### src/rtl/rit_pkg.sv
`timescale 1ns / 1ps
// ----------------------------------------------------------------------------
// rit_pkg: shared types and constants for the repeating interval timer
// Command and result item layouts, command codes, register indexes.
// ----------------------------------------------------------------------------
package rit_pkg;

    localparam int TIME_WIDTH_DEF   = 32;
    localparam int REPEAT_WIDTH_DEF = 16;
    localparam int CFG_INDEX_W      = 2;
    localparam int CFG_DATA_W       = 32;
    localparam int TOTAL_W          = 48;

    typedef enum logic [1:0] {
        OP_TICK  = 2'd0,
        OP_START = 2'd1,
        OP_PAUSE = 2'd2,
        OP_STOP  = 2'd3
    } op_t;

    localparam logic [CFG_INDEX_W-1:0] CFG_INTERVAL     = 2'd0;
    localparam logic [CFG_INDEX_W-1:0] CFG_REPEAT_COUNT = 2'd1;
    localparam logic [CFG_INDEX_W-1:0] CFG_TIME_SOURCE  = 2'd2;

    typedef struct packed {
        logic [1:0]  operation;
        logic [31:0] delta_game;
        logic [31:0] delta_real;
    } cmd_item_t;

    typedef struct packed {
        logic                fired;
        logic                is_running;
        logic                is_live;
        logic                is_paused;
        logic [15:0]         repeats_remaining;
        logic [TOTAL_W-1:0]  total_time_left;
    } res_item_t;

    typedef struct packed {
        logic fired;
        logic is_running;
        logic is_live;
        logic is_paused;
    } rit_flags_t;

endpackage

### src/rtl/rit_core.sv
`timescale 1ns / 1ps
// ----------------------------------------------------------------------------
// rit_core: timer state and command decode
// Holds the config registers and timer state, applies one command per
// accepted item and captures the post-command snapshot for the result path.
// ----------------------------------------------------------------------------
module rit_core #(
    parameter int TIME_WIDTH   = rit_pkg::TIME_WIDTH_DEF,
    parameter int REPEAT_WIDTH = rit_pkg::REPEAT_WIDTH_DEF
) (
    input  logic                              clk,
    input  logic                              rst_n,
    input  logic                              take,
    input  rit_pkg::cmd_item_t                item,
    input  logic                              cfg_we,
    input  logic [rit_pkg::CFG_INDEX_W-1:0]   cfg_index,
    input  logic [rit_pkg::CFG_DATA_W-1:0]    cfg_data,
    output rit_pkg::rit_flags_t               flags_reg,
    output logic [REPEAT_WIDTH-1:0]           rep_reg,
    output logic [TIME_WIDTH-1:0]             base_reg,
    output logic [TIME_WIDTH-1:0]             interval_reg
);
    import rit_pkg::*;

    localparam int TW = TIME_WIDTH;
    localparam int RW = REPEAT_WIDTH;

    // remaining time is signed, TW+1 bits, kept as a raw vector
    logic [TW:0]   rem_reg;
    logic [TW:0]   rem_next;
    logic          running_reg;
    logic          running_next;
    logic          valid_reg;
    logic          valid_next;
    logic [RW-1:0] repeats_reg;
    logic [RW-1:0] repeats_next;
    logic          source_reg;

    logic [TW-1:0] delta;
    logic [TW+1:0] diff;
    logic [TW:0]   sub_sat;
    logic [TW:0]   reload;
    logic          expired;
    logic [RW-1:0] rep_dec;
    logic          fired;

    always_comb
    begin
        delta   = source_reg ? TW'(item.delta_real) : TW'(item.delta_game);
        diff    = {rem_reg[TW], rem_reg} - {2'b00, delta};
        // clamp at the most negative value
        sub_sat = (diff[TW+1] != diff[TW]) ? {1'b1, {TW{1'b0}}} : diff[TW:0];
        expired = sub_sat[TW] || (sub_sat == '0);
        reload  = sub_sat + {1'b0, interval_reg};
        rep_dec = repeats_reg - 1'b1;
    end

    always_comb
    begin
        rem_next     = rem_reg;
        running_next = running_reg;
        valid_next   = valid_reg;
        repeats_next = repeats_reg;
        fired        = 1'b0;
        case (op_t'(item.operation))
            OP_TICK:
            begin
                if (running_reg && valid_reg)
                begin
                    rem_next = sub_sat;
                    if (expired)
                    begin
                        fired = 1'b1;
                        if (repeats_reg != '0)
                        begin
                            repeats_next = rep_dec;
                            if (rep_dec == '0)
                            begin
                                valid_next   = 1'b0;
                                running_next = 1'b0;
                                rem_next     = '0;
                            end
                            else
                            begin
                                rem_next = reload;
                            end
                        end
                        else
                        begin
                            rem_next = reload;
                        end
                    end
                end
            end
            OP_START:
            begin
                if (valid_reg && !running_reg)
                begin
                    if (rem_reg == '0)
                    begin
                        rem_next = {1'b0, interval_reg};
                    end
                    running_next = 1'b1;
                end
            end
            OP_PAUSE:
            begin
                running_next = 1'b0;
            end
            OP_STOP:
            begin
                running_next = 1'b0;
                rem_next     = '0;
            end
            default:
            begin
                running_next = running_reg;
            end
        endcase
    end

    always_ff @(posedge clk or negedge rst_n)
    begin
        if (!rst_n)
        begin
            rem_reg      <= '0;
            running_reg  <= 1'b0;
            valid_reg    <= 1'b1;
            repeats_reg  <= '0;
            interval_reg <= '0;
            source_reg   <= 1'b0;
        end
        else if (cfg_we)
        begin
            case (cfg_index)
                CFG_INTERVAL:     interval_reg <= TW'(cfg_data);
                CFG_REPEAT_COUNT: repeats_reg  <= RW'(cfg_data[15:0]);
                CFG_TIME_SOURCE:  source_reg   <= cfg_data[0];
                default:          source_reg   <= source_reg;
            endcase
        end
        else if (take)
        begin
            rem_reg     <= rem_next;
            running_reg <= running_next;
            valid_reg   <= valid_next;
            repeats_reg <= repeats_next;
        end
    end

    // post-command snapshot for the result path
    always_ff @(posedge clk)
    begin
        if (take)
        begin
            flags_reg.fired      <= fired;
            flags_reg.is_running <= running_next;
            flags_reg.is_live    <= valid_next;
            flags_reg.is_paused  <= !running_next && (rem_next != '0);
            rep_reg              <= repeats_next;
            base_reg             <= rem_next[TW] ? '0 : rem_next[TW-1:0];
        end
    end

endmodule

### src/rtl/rit_total.sv
`timescale 1ns / 1ps
// ----------------------------------------------------------------------------
// rit_total: time-left computation
// Stage 2 multiplies further periods by the interval, stage 3 adds the current
// remaining time, saturates to 48 bits (zero if the repeat count is zero) and forms the result item.
// ----------------------------------------------------------------------------
module rit_total #(
    parameter int TIME_WIDTH   = rit_pkg::TIME_WIDTH_DEF,
    parameter int REPEAT_WIDTH = rit_pkg::REPEAT_WIDTH_DEF
) (
    input  logic                      clk,
    input  logic                      en2,
    input  logic                      en3,
    input  rit_pkg::rit_flags_t       flags_in,
    input  logic [REPEAT_WIDTH-1:0]   rep_in,
    input  logic [TIME_WIDTH-1:0]     base_in,
    input  logic [TIME_WIDTH-1:0]     interval,
    output rit_pkg::res_item_t        item_reg
);
    import rit_pkg::*;

    localparam int TW     = TIME_WIDTH;
    localparam int RW     = REPEAT_WIDTH;
    localparam int PW     = TW + RW;
    localparam int SUM_W  = (PW + 1 > TOTAL_W + 1) ? PW + 1 : TOTAL_W + 1;

    logic [RW-1:0]    n;
    logic [PW-1:0]    prod;
    logic [PW-1:0]    prod_reg;
    logic [TW-1:0]    base2_reg;
    logic [RW-1:0]    rep2_reg;
    logic             zero2_reg;
    rit_flags_t       flags2_reg;
    logic [SUM_W-1:0] sum;
    logic             sat;
    logic [TOTAL_W-1:0] total;

    always_comb
    begin
        n    = rep_in - 1'b1;
        prod = {{TW{1'b0}}, n} * {{RW{1'b0}}, interval};
    end

    always_ff @(posedge clk)
    begin
        if (en2)
        begin
            prod_reg   <= prod;
            base2_reg  <= base_in;
            rep2_reg   <= rep_in;
            zero2_reg  <= (rep_in == '0);
            flags2_reg <= flags_in;
        end
    end

    always_comb
    begin
        sum   = SUM_W'(base2_reg) + SUM_W'(prod_reg);
        sat   = |sum[SUM_W-1:TOTAL_W];
        if (zero2_reg)
            total = '0;
        else if (sat)
            total = '1;
        else
            total = sum[TOTAL_W-1:0];
    end

    always_ff @(posedge clk)
    begin
        if (en3)
        begin
            item_reg.fired             <= flags2_reg.fired;
            item_reg.is_running        <= flags2_reg.is_running;
            item_reg.is_live           <= flags2_reg.is_live;
            item_reg.is_paused         <= flags2_reg.is_paused;
            item_reg.repeats_remaining <= 16'(rep2_reg);
            item_reg.total_time_left   <= total;
        end
    end

endmodule

### src/rtl/repeating_interval_timer.sv
`timescale 1ns / 1ps
// ----------------------------------------------------------------------------
// repeating_interval_timer: repeating countdown timer with repeat count
//
//   channel  direction  handshake             payload
//   cmd      in         cmd_valid/cmd_stall   cmd_item (operation, deltas)
//   res      out        res_valid/res_stall   res_item (flags, repeats, time)
//   cfg      in         cfg_valid/cfg_ready   cfg_index, cfg_data
//
// One command per cycle while cmd_stall is low; a taken command passes the
// three registers in order before its result is valid: state/snapshot,
// multiply, add and saturate.
// Each stage moves when the one after it is empty or moving, so two more
// commands at most are taken while a result waits; then cmd_stall follows res_stall.
// Reset clears the timer state and config registers and marks the timer live; cfg_ready is always high.
// ----------------------------------------------------------------------------
module repeating_interval_timer #(
    parameter int TIME_WIDTH   = rit_pkg::TIME_WIDTH_DEF,
    parameter int REPEAT_WIDTH = rit_pkg::REPEAT_WIDTH_DEF
) (
    input  logic                              clk,
    input  logic                              rst_n,
    input  logic                              cmd_valid,
    output logic                              cmd_stall,
    input  rit_pkg::cmd_item_t                cmd_item,
    output logic                              res_valid,
    input  logic                              res_stall,
    output rit_pkg::res_item_t                res_item,
    input  logic                              cfg_valid,
    output logic                              cfg_ready,
    input  logic [rit_pkg::CFG_INDEX_W-1:0]   cfg_index,
    input  logic [rit_pkg::CFG_DATA_W-1:0]    cfg_data
);
    import rit_pkg::*;

    logic v1_reg;
    logic v1_next;
    logic v2_reg;
    logic v2_next;
    logic out_v_reg;
    logic out_v_next;
    logic en1;
    logic en2;
    logic en3;
    logic take;

    rit_flags_t              flags1;
    logic [REPEAT_WIDTH-1:0] rep1;
    logic [TIME_WIDTH-1:0]   base1;
    logic [TIME_WIDTH-1:0]   interval;

    always_comb
    begin
        en3        = !out_v_reg || !res_stall;
        en2        = !v2_reg || en3;
        en1        = !v1_reg || en2;
        take       = cmd_valid && en1;
        v1_next    = en1 ? take : v1_reg;
        v2_next    = en2 ? v1_reg : v2_reg;
        out_v_next = en3 ? v2_reg : out_v_reg;
    end

    assign cmd_stall = !en1;
    assign res_valid = out_v_reg;
    assign cfg_ready = 1'b1;

    always_ff @(posedge clk or negedge rst_n)
    begin
        if (!rst_n)
        begin
            v1_reg    <= 1'b0;
            v2_reg    <= 1'b0;
            out_v_reg <= 1'b0;
        end
        else
        begin
            v1_reg    <= v1_next;
            v2_reg    <= v2_next;
            out_v_reg <= out_v_next;
        end
    end

    rit_core #(
        .TIME_WIDTH   (TIME_WIDTH),
        .REPEAT_WIDTH (REPEAT_WIDTH)
    ) u_core (
        .clk          (clk),
        .rst_n        (rst_n),
        .take         (take),
        .item         (cmd_item),
        .cfg_we       (cfg_valid),
        .cfg_index    (cfg_index),
        .cfg_data     (cfg_data),
        .flags_reg    (flags1),
        .rep_reg      (rep1),
        .base_reg     (base1),
        .interval_reg (interval)
    );

    rit_total #(
        .TIME_WIDTH   (TIME_WIDTH),
        .REPEAT_WIDTH (REPEAT_WIDTH)
    ) u_total (
        .clk      (clk),
        .en2      (en2),
        .en3      (en3),
        .flags_in (flags1),
        .rep_in   (rep1),
        .base_in  (base1),
        .interval (interval),
        .item_reg (res_item)
    );

endmodule

### config.mk
export PLATFORM = sky130hd
export DESIGN_NAME = repeating_interval_timer
export DESIGN_NICKNAME = d
export VERILOG_FILES = /design/src/rtl/rit_pkg.sv /design/src/rtl/rit_core.sv /design/src/rtl/rit_total.sv /design/src/rtl/repeating_interval_timer.sv
export SDC_FILE = /design/constraint.sdc
export NUM_CORES = 2
export LEC_CHECK = 0
export BUFFER_PORTS_ARGS = -buffer_cell sky130_fd_sc_hd__buf_2
export CAP_MARGIN = 10
export CORE_UTILIZATION = 50
export CTS_BUF_LIST = sky130_fd_sc_hd__clkbuf_16
export DETAILED_ROUTE_END_ITERATION = 8
export PLACE_DENSITY = 0.75
export SYNTH_ARGS = -nofsm -noshare
export SYNTH_HDL_FRONTEND = slang
export SYNTH_SLANG_ARGS = --single-unit
### constraint.sdc
create_clock -name clk -period 9.9 [get_ports clk]
set_clock_uncertainty 0.05 [all_clocks]
set_input_delay 2.97 -clock clk [delete_from_list [all_inputs] [get_ports clk]]
set_output_delay 2.97 -clock clk [all_outputs]
set_load 0.1 [all_outputs]
# [Word-level counts from Yosys, hierarchy flattened]
# Cells that the tools add are included.
[classes] add_sub_neg=5 n_mux=29 n_eq_ne=7 reduce_logical=30 n_mul=1 bitwise=1
[op_table] cell="33-bit two-way mux" n=7
[op_table] cell="16-bit two-way mux" n=7
[op_table] cell="33-bit one-hot mux with 3 select lines" n=1
[op_table] cell="33-bit zero test" n=2
[op_table] cell="32-bit by 48-bit adder with 49-bit output" n=1
[op_table] cell="16-bit by 32-bit multiplier with 48-bit output" n=1
[op_table] cell="48-bit two-way mux" n=1
[op_table] cell="33-bit by 33-bit subtractor with 34-bit output" n=1
[op_table] cell="33-bit by 32-bit adder with 33-bit output" n=1
[op_table] cell="33-bit nonzero test" n=1
[op_table] cell="16-bit zero test" n=2
[op_table] cell="32-bit two-way mux" n=1
[op_table] cell="16-bit by 1-bit subtractor with 16-bit output, second input constant" n=2
[op_table] cell="16-bit nonzero test" n=1
[op_table] cell="1-bit two-way mux" n=11
[op_table] cell="2-bit AND reduction" n=5
[op_table] cell="1-bit zero test" n=7
[op_table] cell="2-bit equality test, second input constant" n=3
[op_table] cell="2-bit by 1-bit equality test with 1-bit output, second input constant" n=2
[op_table] cell="1-bit logical AND" n=4
[op_table] cell="2-bit zero test" n=2
[op_table] cell="1-bit logical OR" n=4
[op_table] cell="1-bit one-hot mux with 3 select lines" n=1
[op_table] cell="2-bit by 1-bit inequality test with 1-bit output, second input constant" n=1
[op_table] cell="4 further kinds" n=4
[totals] register_bits=308

# [Longest topological paths before layout]
[depth] word_depth=12 mapped_depth=43

# [By module]
# From an unflattened synthesis, not the netlist that was laid out.
[hier_totals] hier_cells=3970 hier_area_um2=36353.6
[modules_own_cells] mod="rit_total" cells_per_inst=2511 seq_area_each_um2=5074.9 n_inst=1 area_per_inst_um2=24091.9
[modules_own_cells] mod="rit_core" cells_per_inst=1446 seq_area_each_um2=3664.8 n_inst=1 area_per_inst_um2=12125.4
[modules_own_cells] mod="repeating_interval_timer" cells_per_inst=13 seq_area_each_um2=75.1 n_inst=1 area_per_inst_um2=136.4

# [Least setup slack after synthesis]
# No wires, ideal clock.
[synth_path] path_kind="in2reg" from="input cmd_item[0] (netlist name)" to="register u_core.flags_reg[0] (netlist name), data pin" t_required_ns=9.580 setup_ns=0.270 cell_stages=42 n_path_buf=5 slack_ns=-1.511 arrival_ns=11.091 path_cell_list="mux2_2 > ha_1 > inv_1 > fa_1 > a211o_1 > a21oi_1 > a22o_1 > o31ai_1 > a21oi_1 > a211oi_1 > o31a_1 > o21a_1 > o21ai_0 > nand2b_1 > a21oi_1 > xnor2_1 > ha_1 > buf_4 > [6 not listed] > fa_1 > inv_1 > o21ai_0 > and2_1 > o211a_1 > nor4_1 > a211oi_1 > nor3_2 > nor3_1 > o32ai_1 > nand3_1 > a31oi_1 > o211ai_1 > a2111oi_0 > or4_4 > o32ai_4 > and3b_1 > a41oi_2"
[synth_via] elab_chain_len=12 elab_cells_between_ends=18
[synth_rtl] item="start: declaration" line="repeating_interval_timer.sv:25" rtl="input rit_pkg::cmd_item_t cmd_item,"
[synth_rtl] item="32-bit two-way mux *" line="rit_core.sv:49" rtl="delta = source_reg ? TW'(item.delta_real) : TW'(item.delta_game);"
[synth_rtl] item="33-bit by 33-bit subtractor with 34-bit output *" line="rit_core.sv:50" rtl="diff = {rem_reg[TW], rem_reg} - {2'b00, delta};"
[synth_rtl] item="1-bit inequality test" line="rit_core.sv:52" rtl="sub_sat = (diff[TW+1] != diff[TW]) ? {1'b1, {TW{1'b0}}} : diff[TW:0];"
[synth_rtl] item="33-bit two-way mux *" line="rit_core.sv:52"
[synth_rtl] item="33-bit by 32-bit adder with 33-bit output" line="rit_core.sv:54" rtl="reload = sub_sat + {1'b0, interval_reg};"
[synth_rtl] item="33-bit two-way mux" line="rit_core.sv:77" rtl="if (rep_dec == '0)"
[synth_rtl] item="33-bit two-way mux" line="rit_core.sv:74" rtl="if (repeats_reg != '0)"
[synth_rtl] item="33-bit two-way mux" line="rit_core.sv:71" rtl="if (expired)"
[synth_rtl] item="33-bit two-way mux" line="rit_core.sv:68" rtl="if (running_reg && valid_reg)"
[synth_rtl] item="33-bit one-hot mux with 3 select lines" line="rit_core.sv:65" rtl="case (op_t'(item.operation))"
[synth_rtl] item="33-bit nonzero test" line="rit_core.sv:159" rtl="flags_reg.is_paused <= !running_next && (rem_next != '0);"
[synth_rtl] item="1-bit logical AND *" line="rit_core.sv:159"
[synth_rtl] item="end: declaration" line="rit_core.sv:18" rtl="output rit_pkg::rit_flags_t flags_reg,"
# Every way passes the cells marked *; elsewhere a longest branch is shown, timed or not.
# A chain may end at the register's enable or synchronous reset.

# [Final worst setup path]
[layout_path] from="input cmd_item[32] (netlist name)" to="register u_core.flags_reg[0] (netlist name), data pin"
# Same word-level chain as after synthesis.

==> metrics.txt <==
# DRC 2; RSZ-0062 raised after global routing yes; gr ovfl total 0; number of enable flip-flop cells after synthesis 221; post-route cell area 39100 sq um; CTS root buf clkbuf_16; worst skew pair latency 0.57 ns; Yosys top cell area share 24.6%; port bufs 174; top post-synthesis cells by area fa_1 (25%), edfxtp_1 (19%), ha_1 (7.9%), dfrtp_1 (6.3%), inv_1 (5.3%); CTS Sinks 308; Main synth FF type edfxtp_1; count of state elements after synthesis 308; first-pass GRT wire length 151000 um; final worst setup slack 0.157 ns; Area after DPL 37600 sq um; CTS tree yes; sequential share of the synthesized area 25.7%; Post-Place Cells 4720; Non-Filler Instances 4795; DRT Wirelength 94700 um; share of layout cells above drive strength 1 15.8%; Gate Count Post-Synth 3605; Core ar. 67500 sq um; WP data required 10.14 ns; mapped cell area 34300 sq um; # setup viols final 0; worst-margin pin slew 1.12 ns; count of cell types in the netlist 100; Chip Height 264 um; Num CTS Buffers 34; full die area 69600 sq um; Worst-path clk slew 0.06 ns; largest net degree at the start of global routing 72; H-tree depth 2; nets 4636; remaining antenna violation count 0; setup_tns 0 ns; post-synthesis net count 4346; clock buffer depth 3; vias per cell 5.71; die width 264 um; max-capacitance violation count 0; Fmax achieved 103 MHz; top post-synthesis cells by count inv_1 (482), nand2_1 (444), fa_1 (421), edfxtp_1 (221), ha_1 (215); final worst path period share 98.4%; most common cell in the netlist inv_1; fin crit period 9.74 ns; Avg Inst Size Synth 9.50 sq um; crit-path most repeated cell a21oi_2; Avg WL per Cell 19.7 um; initial antenna violation count 3; io pins 176; vias post-DR 27400; status finished with violations; Synth area leader fa_1; max reg flops 68; routability cong. 0.968; crit path launch type primary input; CP max-delay cell a211oi_2; Synth Warn # 0; relative slew slack 24.6%; Fin. Hold Viols 0; Slew Viols, Final 0; fraction of registers with async set/reset 28.2%; gr usage total 27.6%; First DRT Iteration DRCs 2117; vias in the first global route 27400; Layout area overhead 14.0%; worst path arrival time 9.98 ns; initial core utilization 50.7%; crit-path max FO 5; hpwl dp 74500 um; row cnt 95; max incr delay on CP 0.39 ns; failing checks DRC; CP Class in2reg; first-pass iteration count of the detailed router 9; crit path capture type flip-flop; Setup WS pre-CTS -0.744 ns; worst hold path class reg2reg
-- worst paths after layout --
check / start / to / slack, ns / cells past startpoint
worst max-delay path: cmd_item[32] / u_core.flags_reg[0] / 0.16 / 39
worst min register to register: u_total.rep2_reg[10] / u_total.item_reg[58] / 0.36 / 0
worst max register to register: u_core.rep_reg[2] / u_total.prod_reg[46] / 0.54 / 29
worst min-delay path: u_total.rep2_reg[10] / u_total.item_reg[58] / 0.36 / 0
min in group asynchronous: rst_n / u_core.interval_reg[7] / 2.21 / 1
max in group asynchronous: rst_n / u_core.rem_reg[29] / 6.32 / 2
-- metrics by stage --
stage / hold WS, ns / util [%]
5_1_grt: 0.374 / 57.8
6_report: 0.364 / 57.9
3_3_place_gp: 0.353 / 55.7
4_1_cts: 0.365 / 57.4
2_1_floorplan: 0.350 / -
3_5_place_dp: 0.355 / 55.7
-- metal layers --
metal | vias to the layer above | share of wire [%] | global-route usage (%)
met2 | 1257 | 45 | 44.3
met5 | - | 0.030 | 0
met3 | 204 | 9.8 | 5.58
met1 | 13400 | 42 | 37.5
met4 | 4 | 3.2 | 8.99
li1 | 12500 | - | -
-- worst max-delay path: cells and delay by family --
kind	cells	cell delay (ns)
compound gates	20	3.88
buf+inv	4	0.30
simple gates	6	0.91
mux	1	0.15
fa+ha+maj	6	1.47
xor+xnor	2	0.29
-- cell type report --
type | instances | area (sq um)
Tap cell | 873 | 1090
Inverter | 486 | 1820
Clock inverter | 28 | 260
Antenna cell | 1 | 2.50
Fill cell | 5716 | 28500
Timing Repair Buffer | 424 | 2810
Multi-Input combinational cell | 2641 | 23400
Clock buffer | 34 | 851
Sequential cell | 308 | 8820
-- cells in the final DEF (no fill, tap or decap), types with 117 or more instances in the layout --
cell and instances:
o21ai_0 117, inv_1 489, a21oi_1 203, buf_2 171, ha_1 212, fa_1 419
nand2_1 443, edfxtp_1 221, buf_4 246, nor2_1 184
-- cells by family (layout without fill, tap and decap cells) --
group	after synthesis	in the layout	synth area share [%]
xor+xnor	148	148	3.81
mux	86	86	2.69
buf+inv	657	972	7.35
simple gates	1151	1151	16.4
fa+ha+maj	641	641	32.6
flops	308	308	25.7
other cells	1	2	0.0109
compound gates	613	614	11.4
-- what timing repair did --
action,CTS,global route
buffers inserted,0,11
resized for setup,3,40
hold buffers,0,0
pin swaps,1,35
setup endpoints to repair,30,62
gates cloned,0,1
Power is left out: the tool's default activity adds up to more than one toggle a clock period on the data nets, which glitch-free logic cannot reach.
